--- config.mk ---
export PLATFORM = sky130hd
export DESIGN_NAME = tick_driven_timer_queue
export DESIGN_NICKNAME = d
export VERILOG_FILES = /design/src/rtl/core/ttq_pkg.sv /design/src/rtl/core/ttq_unit.sv /design/src/rtl/core/ttq_seq.sv /design/src/rtl/core/tick_driven_timer_queue.sv
export SDC_FILE = /design/constraint.sdc
export NUM_CORES = 2
export LEC_CHECK = 0
export BUFFER_PORTS_ARGS = -buffer_cell sky130_fd_sc_hd__buf_2
export CORE_MARGIN = 2
export CORE_UTILIZATION = 65
export CTS_BUF_LIST = sky130_fd_sc_hd__clkbuf_16
export DETAILED_ROUTE_END_ITERATION = 10
export MAX_ROUTING_LAYER = met4
export PLACE_DENSITY = 0.81
export SETUP_SLACK_MARGIN = 0.15
export SYNTH_ARGS = -nofsm -noshare
export SYNTH_HDL_FRONTEND = slang
export SYNTH_SLANG_ARGS = --single-unit
--- constraint.sdc ---
create_clock -name clock -period 23 [get_ports clock]
set_input_delay 0 -clock clock [delete_from_list [all_inputs] [get_ports clock]]
set_output_delay 0 -clock clock [all_outputs]
set_load 0.01 [all_outputs]
--- src/rtl/core/ttq_pkg.sv ---
// Shared types and constants for the tick-driven timer queue.
`default_nettype none
package ttq_pkg;

   localparam int FuncW    = 2;
   localparam int SlotW    = 4;
   localparam int IntervalW = 32;
   localparam int ClockW   = 64;
   localparam int RateW    = 21;
   localparam int MsW      = 6;
   localparam int FracW    = 10;
   localparam int CsrIdxW  = 2;

   localparam logic [FuncW-1:0] FUNC_TICK     = 2'd0;
   localparam logic [FuncW-1:0] FUNC_ONESHOT  = 2'd1;
   localparam logic [FuncW-1:0] FUNC_PERIODIC = 2'd2;
   localparam logic [FuncW-1:0] FUNC_CANCEL   = 2'd3;

   localparam logic [CsrIdxW-1:0] CSR_TICK_RATE = 2'd0;
   localparam logic [CsrIdxW-1:0] CSR_MS_TICK   = 2'd1;
   localparam logic [CsrIdxW-1:0] CSR_MS_FRAC   = 2'd2;

   typedef struct packed {
      logic [FuncW-1:0]     func;
      logic [SlotW-1:0]     slot;
      logic [IntervalW-1:0] interval_ms;
   } req_type;

   typedef struct packed {
      logic              fired;
      logic [SlotW-1:0]  fired_slot;
      logic              accepted;
      logic [ClockW-1:0] now_ms;
      logic [ClockW-1:0] ticks_seen;
      logic              last;
   } rsp_type;

   typedef struct packed {
      logic [RateW-1:0] tick_rate_hz;
      logic [MsW-1:0]   ms_per_tick;
      logic [FracW-1:0] ms_fraction_per_tick;
   } cfg_type;

   typedef struct packed {
      logic    valid;
      rsp_type data;
   } push_type;

   typedef enum logic [3:0] {
      S_IDLE, S_TICK, S_HEAD_RD, S_HEAD_CMP, S_REM, S_WR,
      S_INS_RD, S_INS_CMP, S_PUT, S_EMIT, S_FIN
   } state_type;

endpackage
`default_nettype wire

--- src/rtl/core/ttq_unit.sv ---
// Shared 64-bit adder and magnitude comparator.
`default_nettype none
module ttq_unit
   import ttq_pkg::*;
(
   input  wire logic [ClockW-1:0] a,
   input  wire logic [ClockW-1:0] b,
   output logic      [ClockW-1:0] sum,
   output logic                   gt
);
   assign sum = a + b;
   assign gt  = a > b;
endmodule
`default_nettype wire

--- src/rtl/core/ttq_seq.sv ---
// Sequencer: clock, slot stores, sorted list and the per-item walk.
`default_nettype none
module ttq_seq
   import ttq_pkg::*;
#(
   parameter int NUM_TIMERS = 16
)
(
   input  wire logic    clock,
   input  wire logic    reset,
   input  wire logic    in_go,
   input  wire req_type in_req,
   input  wire cfg_type cfg,
   input  wire logic    acc_clear,
   input  wire logic    can_push,
   output push_type     push,
   output logic         busy
);
   localparam int SW = (NUM_TIMERS > 1) ? $clog2(NUM_TIMERS) : 1;
   localparam int CW = $clog2(NUM_TIMERS + 1);

   state_type state_ff, state_in;
   logic [FuncW-1:0]     func_ff, func_in;
   logic [IntervalW-1:0] interval_ff, interval_in;
   logic [SW-1:0]        cur_ff, cur_in;
   logic                 walk_ff, walk_in;
   logic                 acc_ff, acc_in;
   logic [CW-1:0]        i_ff, i_in;
   logic                 found_ff, found_in;
   logic [CW-1:0]        count_ff, count_in;
   logic [CW-1:0]        fires_ff, fires_in;
   logic [NUM_TIMERS-1:0] done_ff, done_in;
   logic [NUM_TIMERS-1:0] active_ff, active_in;
   logic                 pend_ff, pend_in;
   logic [SW-1:0]        pend_slot_ff, pend_slot_in;
   logic [ClockW-1:0]    key_ff, key_in;
   logic [ClockW-1:0]    clock_ff, clock_in;
   logic [ClockW-1:0]    ticks_ff, ticks_in;
   logic [RateW-1:0]     frac_ff, frac_in;
   logic [SW-1:0]        list_ff [NUM_TIMERS];
   logic [SW-1:0]        list_in [NUM_TIMERS];

   logic [ClockW-1:0]    exp_mem [NUM_TIMERS];
   logic [IntervalW-1:0] per_mem [NUM_TIMERS];
   logic [ClockW-1:0]    exp_rd_ff;
   logic [IntervalW-1:0] per_rd_ff;
   logic [SW-1:0]        rd_addr;
   logic                 we_exp, we_per;
   logic [ClockW-1:0]    exp_wdata;
   logic [IntervalW-1:0] per_wdata;

   logic [ClockW-1:0] ua, ub, usum;
   logic              ugt;

   logic [RateW:0]    frac_sum, frac_next;
   logic              carry;
   logic [ClockW-1:0] step_ms;
   logic [6:0]        slot_ext;
   logic [SW-1:0]     in_idx;
   logic              slot_ok;
   logic [CW-1:0]     im1;
   logic [SW-1:0]     ii, iim1;

   ttq_unit u_unit (.a(ua), .b(ub), .sum(usum), .gt(ugt));

   assign busy = (state_ff != S_IDLE);

   always_comb begin
      frac_sum  = {1'b0, frac_ff} + (RateW+1)'(cfg.ms_fraction_per_tick);
      carry     = frac_sum >= {1'b0, cfg.tick_rate_hz};
      frac_next = carry ? frac_sum - {1'b0, cfg.tick_rate_hz} : frac_sum;
      step_ms   = ClockW'(cfg.ms_per_tick) + ClockW'(carry);
      slot_ext  = 7'(in_req.slot);
      in_idx    = slot_ext[SW-1:0];
      slot_ok   = slot_ext < 7'(NUM_TIMERS);
      im1       = i_ff - CW'(1);
      ii        = i_ff[SW-1:0];
      iim1      = im1[SW-1:0];
   end

   // operand selection for the shared unit
   always_comb begin
      case (state_ff)
         S_TICK: begin
            ua = clock_ff;
            ub = step_ms;
         end
         S_WR: begin
            ua = clock_ff;
            ub = ClockW'(walk_ff ? per_rd_ff : interval_ff);
         end
         S_HEAD_CMP: begin
            ua = exp_rd_ff;
            ub = clock_ff;
         end
         S_INS_CMP: begin
            ua = exp_rd_ff;
            ub = key_ff;
         end
         default: begin
            ua = clock_ff;
            ub = '0;
         end
      endcase
   end

   always_comb begin
      state_in     = state_ff;
      func_in      = func_ff;
      interval_in  = interval_ff;
      cur_in       = cur_ff;
      walk_in      = walk_ff;
      acc_in       = acc_ff;
      i_in         = i_ff;
      found_in     = found_ff;
      count_in     = count_ff;
      fires_in     = fires_ff;
      done_in      = done_ff;
      active_in    = active_ff;
      pend_in      = pend_ff;
      pend_slot_in = pend_slot_ff;
      key_in       = key_ff;
      clock_in     = clock_ff;
      ticks_in     = ticks_ff;
      frac_in      = frac_ff;
      list_in      = list_ff;
      rd_addr      = cur_ff;
      we_exp       = 1'b0;
      we_per       = 1'b0;
      exp_wdata    = usum;
      per_wdata    = (func_ff == FUNC_PERIODIC) ? interval_ff : '0;
      push.valid   = 1'b0;
      push.data.fired      = 1'b0;
      push.data.fired_slot = '0;
      push.data.accepted   = 1'b1;
      push.data.now_ms     = clock_ff;
      push.data.ticks_seen = ticks_ff;
      push.data.last       = 1'b0;

      case (state_ff)
         S_IDLE: begin
            if (in_go) begin
               func_in     = in_req.func;
               interval_in = in_req.interval_ms;
               cur_in      = in_idx;
               walk_in     = (in_req.func == FUNC_TICK);
               acc_in      = 1'b1;
               i_in        = '0;
               found_in    = 1'b0;
               if (in_req.func == FUNC_TICK) begin
                  state_in = S_TICK;
               end else if (!slot_ok || (in_req.func == FUNC_PERIODIC &&
                                         in_req.interval_ms == '0)) begin
                  acc_in   = 1'b0;
                  state_in = S_FIN;
               end else if (in_req.func == FUNC_CANCEL) begin
                  state_in = active_ff[in_idx] ? S_REM : S_FIN;
               end else begin
                  // re-arm of a live slot unlinks it first
                  state_in = active_ff[in_idx] ? S_REM : S_WR;
               end
            end
         end
         S_TICK: begin
            clock_in = usum;
            ticks_in = ticks_ff + ClockW'(1);
            frac_in  = frac_next[RateW-1:0];
            fires_in = '0;
            done_in  = '0;
            pend_in  = 1'b0;
            state_in = S_HEAD_RD;
         end
         S_HEAD_RD: begin
            if (count_ff == '0 || fires_ff == CW'(NUM_TIMERS)) begin
               state_in = S_FIN;
            end else begin
               rd_addr  = list_ff[0];
               cur_in   = list_ff[0];
               state_in = S_HEAD_CMP;
            end
         end
         S_HEAD_CMP: begin
            if (ugt || done_ff[cur_ff]) begin
               state_in = S_FIN;
            end else begin
               done_in[cur_ff] = 1'b1;
               fires_in = fires_ff + CW'(1);
               i_in     = '0;
               found_in = 1'b0;
               state_in = S_REM;
            end
         end
         S_REM: begin
            if (i_ff == count_ff) begin
               if (found_ff) count_in = count_ff - CW'(1);
               active_in[cur_ff] = 1'b0;
               if (walk_ff) begin
                  state_in = (per_rd_ff != '0) ? S_WR : S_EMIT;
               end else begin
                  state_in = (func_ff == FUNC_CANCEL) ? S_FIN : S_WR;
               end
            end else begin
               if (found_ff) list_in[iim1] = list_ff[ii];
               if (list_ff[ii] == cur_ff) found_in = 1'b1;
               i_in = i_ff + CW'(1);
            end
         end
         S_WR: begin
            we_exp   = 1'b1;
            we_per   = !walk_ff;
            key_in   = usum;
            i_in     = count_ff;
            state_in = S_INS_RD;
         end
         S_INS_RD: begin
            if (i_ff == '0) begin
               state_in = S_PUT;
            end else begin
               rd_addr  = list_ff[iim1];
               state_in = S_INS_CMP;
            end
         end
         S_INS_CMP: begin
            // equal expiries stay ahead of the new entry
            if (ugt) begin
               list_in[ii] = list_ff[iim1];
               i_in        = im1;
               state_in    = S_INS_RD;
            end else begin
               state_in = S_PUT;
            end
         end
         S_PUT: begin
            list_in[ii]       = cur_ff;
            count_in          = count_ff + CW'(1);
            active_in[cur_ff] = 1'b1;
            state_in          = walk_ff ? S_EMIT : S_FIN;
         end
         S_EMIT: begin
            // a fired slot is held back until we know whether it is the last
            if (pend_ff) begin
               if (can_push) begin
                  push.valid           = 1'b1;
                  push.data.fired      = 1'b1;
                  push.data.fired_slot = SlotW'(pend_slot_ff);
                  pend_slot_in         = cur_ff;
                  state_in             = S_HEAD_RD;
               end
            end else begin
               pend_in      = 1'b1;
               pend_slot_in = cur_ff;
               state_in     = S_HEAD_RD;
            end
         end
         S_FIN: begin
            if (can_push) begin
               push.valid           = 1'b1;
               push.data.fired      = walk_ff & pend_ff;
               push.data.fired_slot = (walk_ff & pend_ff) ? SlotW'(pend_slot_ff) : '0;
               push.data.accepted   = walk_ff | acc_ff;
               push.data.last       = 1'b1;
               pend_in              = 1'b0;
               state_in             = S_IDLE;
            end
         end
         default: state_in = S_IDLE;
      endcase

      if (acc_clear) frac_in = '0;
   end

   always_ff @(posedge clock) begin
      if (reset) begin
         state_ff  <= S_IDLE;
         count_ff  <= '0;
         active_ff <= '0;
         clock_ff  <= '0;
         ticks_ff  <= '0;
         frac_ff   <= '0;
         pend_ff   <= 1'b0;
         walk_ff   <= 1'b0;
      end else begin
         state_ff  <= state_in;
         count_ff  <= count_in;
         active_ff <= active_in;
         clock_ff  <= clock_in;
         ticks_ff  <= ticks_in;
         frac_ff   <= frac_in;
         pend_ff   <= pend_in;
         walk_ff   <= walk_in;
      end
   end

   always_ff @(posedge clock) begin
      func_ff      <= func_in;
      interval_ff  <= interval_in;
      cur_ff       <= cur_in;
      acc_ff       <= acc_in;
      i_ff         <= i_in;
      found_ff     <= found_in;
      fires_ff     <= fires_in;
      done_ff      <= done_in;
      pend_slot_ff <= pend_slot_in;
      key_ff       <= key_in;
      list_ff      <= list_in;
   end

   always_ff @(posedge clock) begin
      if (we_exp) exp_mem[cur_ff] <= exp_wdata;
      if (we_per) per_mem[cur_ff] <= per_wdata;
      exp_rd_ff <= exp_mem[rd_addr];
      per_rd_ff <= per_mem[rd_addr];
   end

endmodule
`default_nettype wire

--- src/rtl/core/tick_driven_timer_queue.sv ---
// Top level of the tick-driven timer queue: registers, sequencer, result stage.
//
//  channel | direction | handshake          | payload
//  req     | in        | req_valid/req_stall| req_type: func, slot, interval_ms
//  rsp     | out       | rsp_valid/rsp_stall| rsp_type: fired .. last
//  csr     | in        | csr_we             | csr_index, csr_wdata
//
// One transaction at a time; req_stall is high from acceptance until the last
// result is handed to the result register. The removal walk steps one list
// entry a cycle, the insertion walk reads and then compares each entry, and
// the slot-store reads are registered. Synchronous reset clears
// the clock, tick count, active slots and list length. rsp_stall holds the
// result register and the sequencer waits on it.
`default_nettype none
module tick_driven_timer_queue
   import ttq_pkg::*;
#(
   parameter int NUM_TIMERS = 16
)
(
   input  wire logic               clock,
   input  wire logic               reset,
   input  wire logic               req_valid,
   output logic                    req_stall,
   input  wire req_type            req_data,
   output logic                    rsp_valid,
   input  wire logic               rsp_stall,
   output rsp_type                 rsp_data,
   input  wire logic               csr_we,
   input  wire logic [CsrIdxW-1:0] csr_index,
   input  wire logic [RateW-1:0]   csr_wdata
);
   cfg_type  cfg_ff, cfg_in;
   logic     rsp_valid_ff, rsp_valid_in;
   rsp_type  rsp_data_ff, rsp_data_in;
   push_type push;
   logic     busy, can_push, acc_clear;

   assign req_stall = busy;
   assign can_push  = !rsp_valid_ff || !rsp_stall;
   assign acc_clear = csr_we && (csr_index == CSR_TICK_RATE);
   assign rsp_valid = rsp_valid_ff;
   assign rsp_data  = rsp_data_ff;

   ttq_seq #(.NUM_TIMERS(NUM_TIMERS)) u_seq (
      .clock    (clock),
      .reset    (reset),
      .in_go    (req_valid && !busy),
      .in_req   (req_data),
      .cfg      (cfg_ff),
      .acc_clear(acc_clear),
      .can_push (can_push),
      .push     (push),
      .busy     (busy)
   );

   always_comb begin
      cfg_in = cfg_ff;
      if (csr_we) begin
         case (csr_index)
            CSR_TICK_RATE: cfg_in.tick_rate_hz         = csr_wdata;
            CSR_MS_TICK:   cfg_in.ms_per_tick          = csr_wdata[MsW-1:0];
            CSR_MS_FRAC:   cfg_in.ms_fraction_per_tick = csr_wdata[FracW-1:0];
            default:       cfg_in = cfg_ff;
         endcase
      end
      rsp_valid_in = rsp_valid_ff;
      rsp_data_in  = rsp_data_ff;
      if (push.valid) begin
         rsp_valid_in = 1'b1;
         rsp_data_in  = push.data;
      end else if (!rsp_stall) begin
         rsp_valid_in = 1'b0;
      end
   end

   always_ff @(posedge clock) begin
      if (reset) begin
         cfg_ff.tick_rate_hz         <= RateW'(100);
         cfg_ff.ms_per_tick          <= MsW'(10);
         cfg_ff.ms_fraction_per_tick <= '0;
         rsp_valid_ff                <= 1'b0;
      end else begin
         cfg_ff       <= cfg_in;
         rsp_valid_ff <= rsp_valid_in;
      end
   end

   always_ff @(posedge clock) begin
      rsp_data_ff <= rsp_data_in;
   end

endmodule
`default_nettype wire

======== Word-level counts from Yosys, hierarchy flattened ========
Memory sizes are Yosys's and may differ from the RTL's. A register that Yosys moved wholly into a read port is not among the register bits.
Index checks and enable logic that the tools add are counted.
word-level totals
  register bits ........................... 547
  bits in writable memories ............... 1536
  output and inout bits ................... 137
  memories ................................ 2
cells by class
  add/subtract/negate cells ............... 10
  order comparisons ....................... 9
  eq/ne operators ......................... 30
  multiplexer cells ....................... 90
  bitwise operators ....................... 8
  reductions and logical operators ........ 45
memory list
  memory         words  width  read ports  clocked after memory_dff  write ports  RTL line       text
  u_seq.exp_mem  16     64     1           1                         1            ttq_seq.sv:43  logic [ClockW-1:0] exp_mem [NUM_TIMERS];
  u_seq.per_mem  16     32     1           1                         1            ttq_seq.sv:44  logic [IntervalW-1:0] per_mem [NUM_TIMERS];
operator list
  operator               number
  $mux 64                4
  $pmux 64 s4            1
  $bwmux 64              3
  $pmux 64 s3            1
  $mux 4                 28
  $add 64x1->64 const B  1
  $add 64x64->64         1
  $gt 64x64->1           1
  $mux 32                2
  $pmux 16 s2            2
  $pmux 4 s11            1
  $mux 5                 7
  $bmux 4 s4             2
  $demux 4 s4            2
  $logic_not 32->1       1
  $mux 16                2
  $or 16x16->16          2
  $reduce_bool 32->1     1
  $pmux 5 s5             1
  $add 21x10->22         1
  $ge 22x21->1           1
  $mux 21                1
  $sub 21x21->21         1
  $pmux 5 s2             2
  48 further kinds       123

======== Longest topological paths before layout ========
  depth in word-level cells ............... 10
  depth in mapped cells ................... 38
  gate-level depth less buffers ........... 37

======== Modules after synthesis ========
Synthesis repeated with hierarchy kept, for this count alone.
unflattened totals
  cells, all modules ...................... 7256
  area total of the unflattened synthesis .. 93581.0 um^2
modules (own cells, without submodules)
  module                   times used  cells an instance  area each (um^2)  sequential area each (um^2)
  ttq_seq                  1           6151               82424.1           57515.2
  tick_driven_timer_queue  1           294                5698.0            4814.6
  ttq_unit                 1           811                5459.0            0.0

======== Worst setup path before layout ========
OpenSTA, ideal clock, no wires.
  path kind ............................... reg2reg
  from .................................... reg cfg_ff[0] in the netlist's numbering
  to ...................................... mem u_seq.exp_mem[0][53] (data pin)
  library setup time ...................... 310 ps
  arrival ................................. 8349 ps
  setup slack ............................. 14341 ps
  cell stages (with the launch flop) ...... 36
  clock period less this slack ............ 8659 ps
  cells stage by stage .................... dfxtp_1 > ha_1 > fa_1 > a21o_1 > a21oi_1 > nor2b_1 > o21a_1 > o41ai_1 > o21ai_1 > nand3_1 > xnor2_1 > ha_1 > a21oi_1 > o211ai_1 > nand2b_1 > o311a_1 > o41ai_1 > a31oi_1 > o211ai_1 > a21oi_2 > inv_1 > clkbuf_1 > ha_1 > ha_1 > and3_1 > xnor2_1 > o21a_1 > ha_1 > or3_1 > o21ai_0 > a31oi_1 > o311ai_1 > o22ai_2 > o41ai_4 > a31oi_1 > xnor2_1
on the way
  word-level cells in the longest chain between the ends .. 5
ends and longest elaborated chain
  item                     RTL line                       text
  start, declared          tick_driven_timer_queue.sv:33  cfg_type cfg_ff, cfg_in;
  start signal, assigned   tick_driven_timer_queue.sv:84  cfg_ff <= cfg_in;
  $add 21x10->22           ttq_seq.sv:69                  frac_sum = {1'b0, frac_ff} + (RateW+1)'(cfg.ms_fraction_per_tick);
  $ge 22x21->1             ttq_seq.sv:70                  carry = frac_sum >= {1'b0, cfg.tick_rate_hz};
  $add 6x1->7              ttq_seq.sv:72                  step_ms = ClockW'(cfg.ms_per_tick) + ClockW'(carry);
  $pmux 64 s4              ttq_seq.sv:83                  case (state_ff)
  $add 64x64->64           ttq_unit.sv:11                 assign sum = a + b;
  via u_seq.exp_wdata[53]  ttq_seq.sv:49                  logic [ClockW-1:0] exp_wdata;
  end, declared            ttq_seq.sv:43
The timed path passes the listed nets, and every way through them passes these cells.

======== Worst setup path in the final report ========
  from .................................... reg cfg_ff[0] in the netlist's numbering
  to ...................................... mem u_seq.exp_mem[14][53] (data pin)
The elaborated chain is that of the path after synthesis.

==> results.cfg <==
[status]
status = complete, but fails checks
violations = capacitance limit

[power_and_ir_drop]
ir_drop_uv = 146
leakagePower_nw = 37.0
p_clk_frac = 0.251
power.share.switching = 0.384
p_int_mw = 8.16
p_total_mw = 13.2
p_seq_frac = 0.384
p_sw_mw = 5.08
powerDensity_nw_per_um2 = 125
combPwrFrac = 0.365

[worst_setup_path]
crit_start = cfg_ff[0]
reg2reg_from = cfg_ff[0]
crit_end = u_seq.exp_mem[14][53]
cp_max_fo = 21
cp.arrival_ns = 11.80
reg2reg_depth = 33
r2r_end = u_seq.exp_mem[14][53]
ff2ff_setup_slack_ns = 11.71
worst-endpoint-required_ns = 23.51
cpMostUsedCell = ha_1
start_kind = flop
path_class = reg2reg
slowest_stage = xnor2_1
critPathCaptureType = flop
cpPeakStageDelay_ns = 0.97

[clocking]
clock_latency_ns = 0.87
clk_path_buf_depth = 3
cts_resized = 0
cts_sinks = 2179
cts_buffers = 204
cts_setup_buffers = 0
cts_tree = yes
clkTransAtPathRegs_ns = 0.06
cts_root_buffer = clkbuf_16
htreeDepth = 4

[final_layout]
layout.nets = 8081
final_core_util = 0.727
final_common_cell = edfxtp_1
area_growth_pct = 11.3
layout_common_cells = edfxtp_1 (1,869), nand2_1 (1,291), a211oi_1 (494), nor2b_1 (419), nor2_1 (412)
drive_above_1_share = 0.0931
fill_cells = 9051

[drt]
routedWlPerCell_um = 25.8
vias = 65800
viasPerCell = 6.62
routed_wl_um = 256000
drt_pre_antenna_iters = 7
final_antenna_net_count = 0
drt-initial-drc-count = 8343
drc_errors = 0

[min_path]
worstHoldStart = req_data[37]
hold_path.class = in2reg

[timing]
fin_skew_ns = 0.0649
rsz0062_at_grt = false
slew_violations = 0
tightest_slew_ns = 1.48
tns_ns = 0
setup_viol = 0
finalHoldViolations = 0
max_freq_mhz = 88.6
fin_crit_sh = 0.491
period_minus_slack_ns = 11.29
slew_headroom = 0.00486

[floorplanning]
io_pins = 203
die_area_sq_um = 149000
core_sq_um = 145000
fp-row-count = 140
fp.dieW_um = 386
die_height_um = 386
start_util = 0.653

[placement]
routabilityCongestion = 0.961
portBuffers = 202
hpwl_um = 143000

[synthesis]
synth.distinct_cells = 85
synth_ff_type = edfxtp_1
synth.avg_cell_area_sq_um = 12.4
synth-edff-count = 1869
synth-seq-cells = 2179
async_reset_ff_frac = 0
syn_inst = 7677
yosysSeqAreaShare = 0.657
ys_warn_count = 0
syn_nets = 7928
syn_area_sq_um = 94800

[job]
maxCapViolations = 1

[global_routing]
grt_util_all_layers = 0.350
antenna_found_initial = 5
grt_max_degree = 253
grt_pass1_wl_um = 380000
grt_pass1_vias = 63400
overflow = 0
Yosys cell counts (29+ instances only):
cell	n	area share
nand2_1	1296	0.051
inv_1	172	0.0068
xnor2_1	103	0.0095
buf_1	29	0.0011
clkbuf_1	356	0.014
a311oi_1	196	0.018
nor4_1	42	0.0028
mux2_2	35	0.0042
nor2_1	445	0.018
buf_2	104	0.0055
and2_1	51	0.0034
xor2_1	80	0.0074
a31oi_1	207	0.014
ha_1	181	0.024
a211oi_1	494	0.039
nand4_1	41	0.0027
nor2b_1	420	0.028
mux2i_1	102	0.011
a32oi_1	64	0.0059
a21o_1	32	0.0025
mux4_2	49	0.012
o21ai_0	108	0.0057
edfxtp_1	1869	0.59
nand3_1	74	0.0039
a21oi_1	399	0.021
nor3_1	90	0.0047
dfxtp_1	310	0.065
critical path, delay by kind of cell, from the launching register on:
kind            cells  cell delay [ns]
fa+ha+maj           6             1.96
buf+inv             2             0.98
flops               1             0.32
xor+xnor            3             1.15
simple gates        6             1.28
compound gates     16             5.27
state kept, by name, summed over array words and instances, names as in the netlist, 16 cells and up, named ones only:
name	flops
u_seq.per_mem	512
cfg_ff	37
u_seq.ticks_ff	64
u_seq.exp_rd_ff	64
u_seq.interval_ff	32
u_seq.clock_ff	64
u_seq.frac_ff	21
u_seq.key_ff	64
u_seq.exp_mem	1024
u_seq.done_ff	16
u_seq.per_rd_ff	32
rsp_data	135
layout make-up:
class	count	area, sq um	share of cell area
Multi-Input combinational cell	4821	30100	0.285
Sequential cell	2179	62300	0.591
Inverter	172	648	0.00614
Timing Repair Buffer	452	3330	0.0316
Clock buffer	204	5100	0.0484
Clock inverter	183	1600	0.0151
Tap cell	1917	2400	0.0227
Antenna cell	5	12.5	0.000119
what timing repair did:
action,CTS,global route
hold buffers,149,0
setup endpoints to repair,0,0
hold endpoints to repair,189,0
metrics by stage:
stage / instances / setup WS [ns] / instance area [sq um] / hold WS, ns
6_report: 9933 / 11.71 / 106000 / 0.0585
5_1_grt: 9929 / 10.97 / 106000 / 0.0298
4_1_cts: 9927 / 11.86 / 105000 / 0.0125
3_5_place_dp: 9391 / 11.93 / 97300 / 0.200
3_3_place_gp: 9391 / 11.99 / 97300 / 0.196
2_1_floorplan: 7677 / 14.34 / 94800 / 0.0989
per-layer routing:
metal	vias up	track usage	wire length, um	share of wire
li1	28800	-	-	-
met1	32000	0.439	92900	0.36
met5	-	-	0	0
met3	824	0.0627	26300	0.10
met4	0	0.177	14300	0.056
met2	4103	0.550	123000	0.48
cell families (layout without fill, tap and decap cells):
| family | after synthesis | in the layout | share of synthesized area |
|---|---|---|---|
| and+or+nand+nor | 2578 | 2578 | 0.123 |
| DFF | 2179 | 2179 | 0.657 |
| AOI/OAI and AO/OA | 1688 | 1688 | 0.123 |
| buffers and inverters | 677 | 1011 | 0.0290 |
| adders and majority gates | 186 | 186 | 0.0248 |
| muxes | 186 | 186 | 0.0266 |
| xor gates and xnor gates | 183 | 183 | 0.0169 |
| other | 0 | 5 | 0 |
power by group through the flow:
| stage | sequential [mW] | combinational [mW] | clock (mW) |
|---|---|---|---|
| detailed placement | 5.15 | 4.64 | 0 |
| CTS | 5.07 | 4.72 | 3.33 |
| global route | 5.10 | 5.24 | 3.49 |
| floorplan | 5.01 | 3.53 | 0 |
| finish | 5.09 | 4.83 | 3.32 |
| global placement | 5.14 | 4.49 | 0 |
how the worst min path moves through the flow:
stage / endpoint / slack [ns] / cells past startpoint
after floorplan: u_seq.func_ff[0] / 0.1 / 0
after global placement: u_seq.interval_ff[29] / 0.20 / 1
after detailed placement: u_seq.interval_ff[29] / 0.20 / 1
after CTS: u_seq.func_ff[1] / 0.01 / 2
after global routing: u_seq.func_ff[1] / 0.03 / 2
final: u_seq.func_ff[1] / 0.06 / 2
No activity file was read; power rests on OpenSTA's default activity.
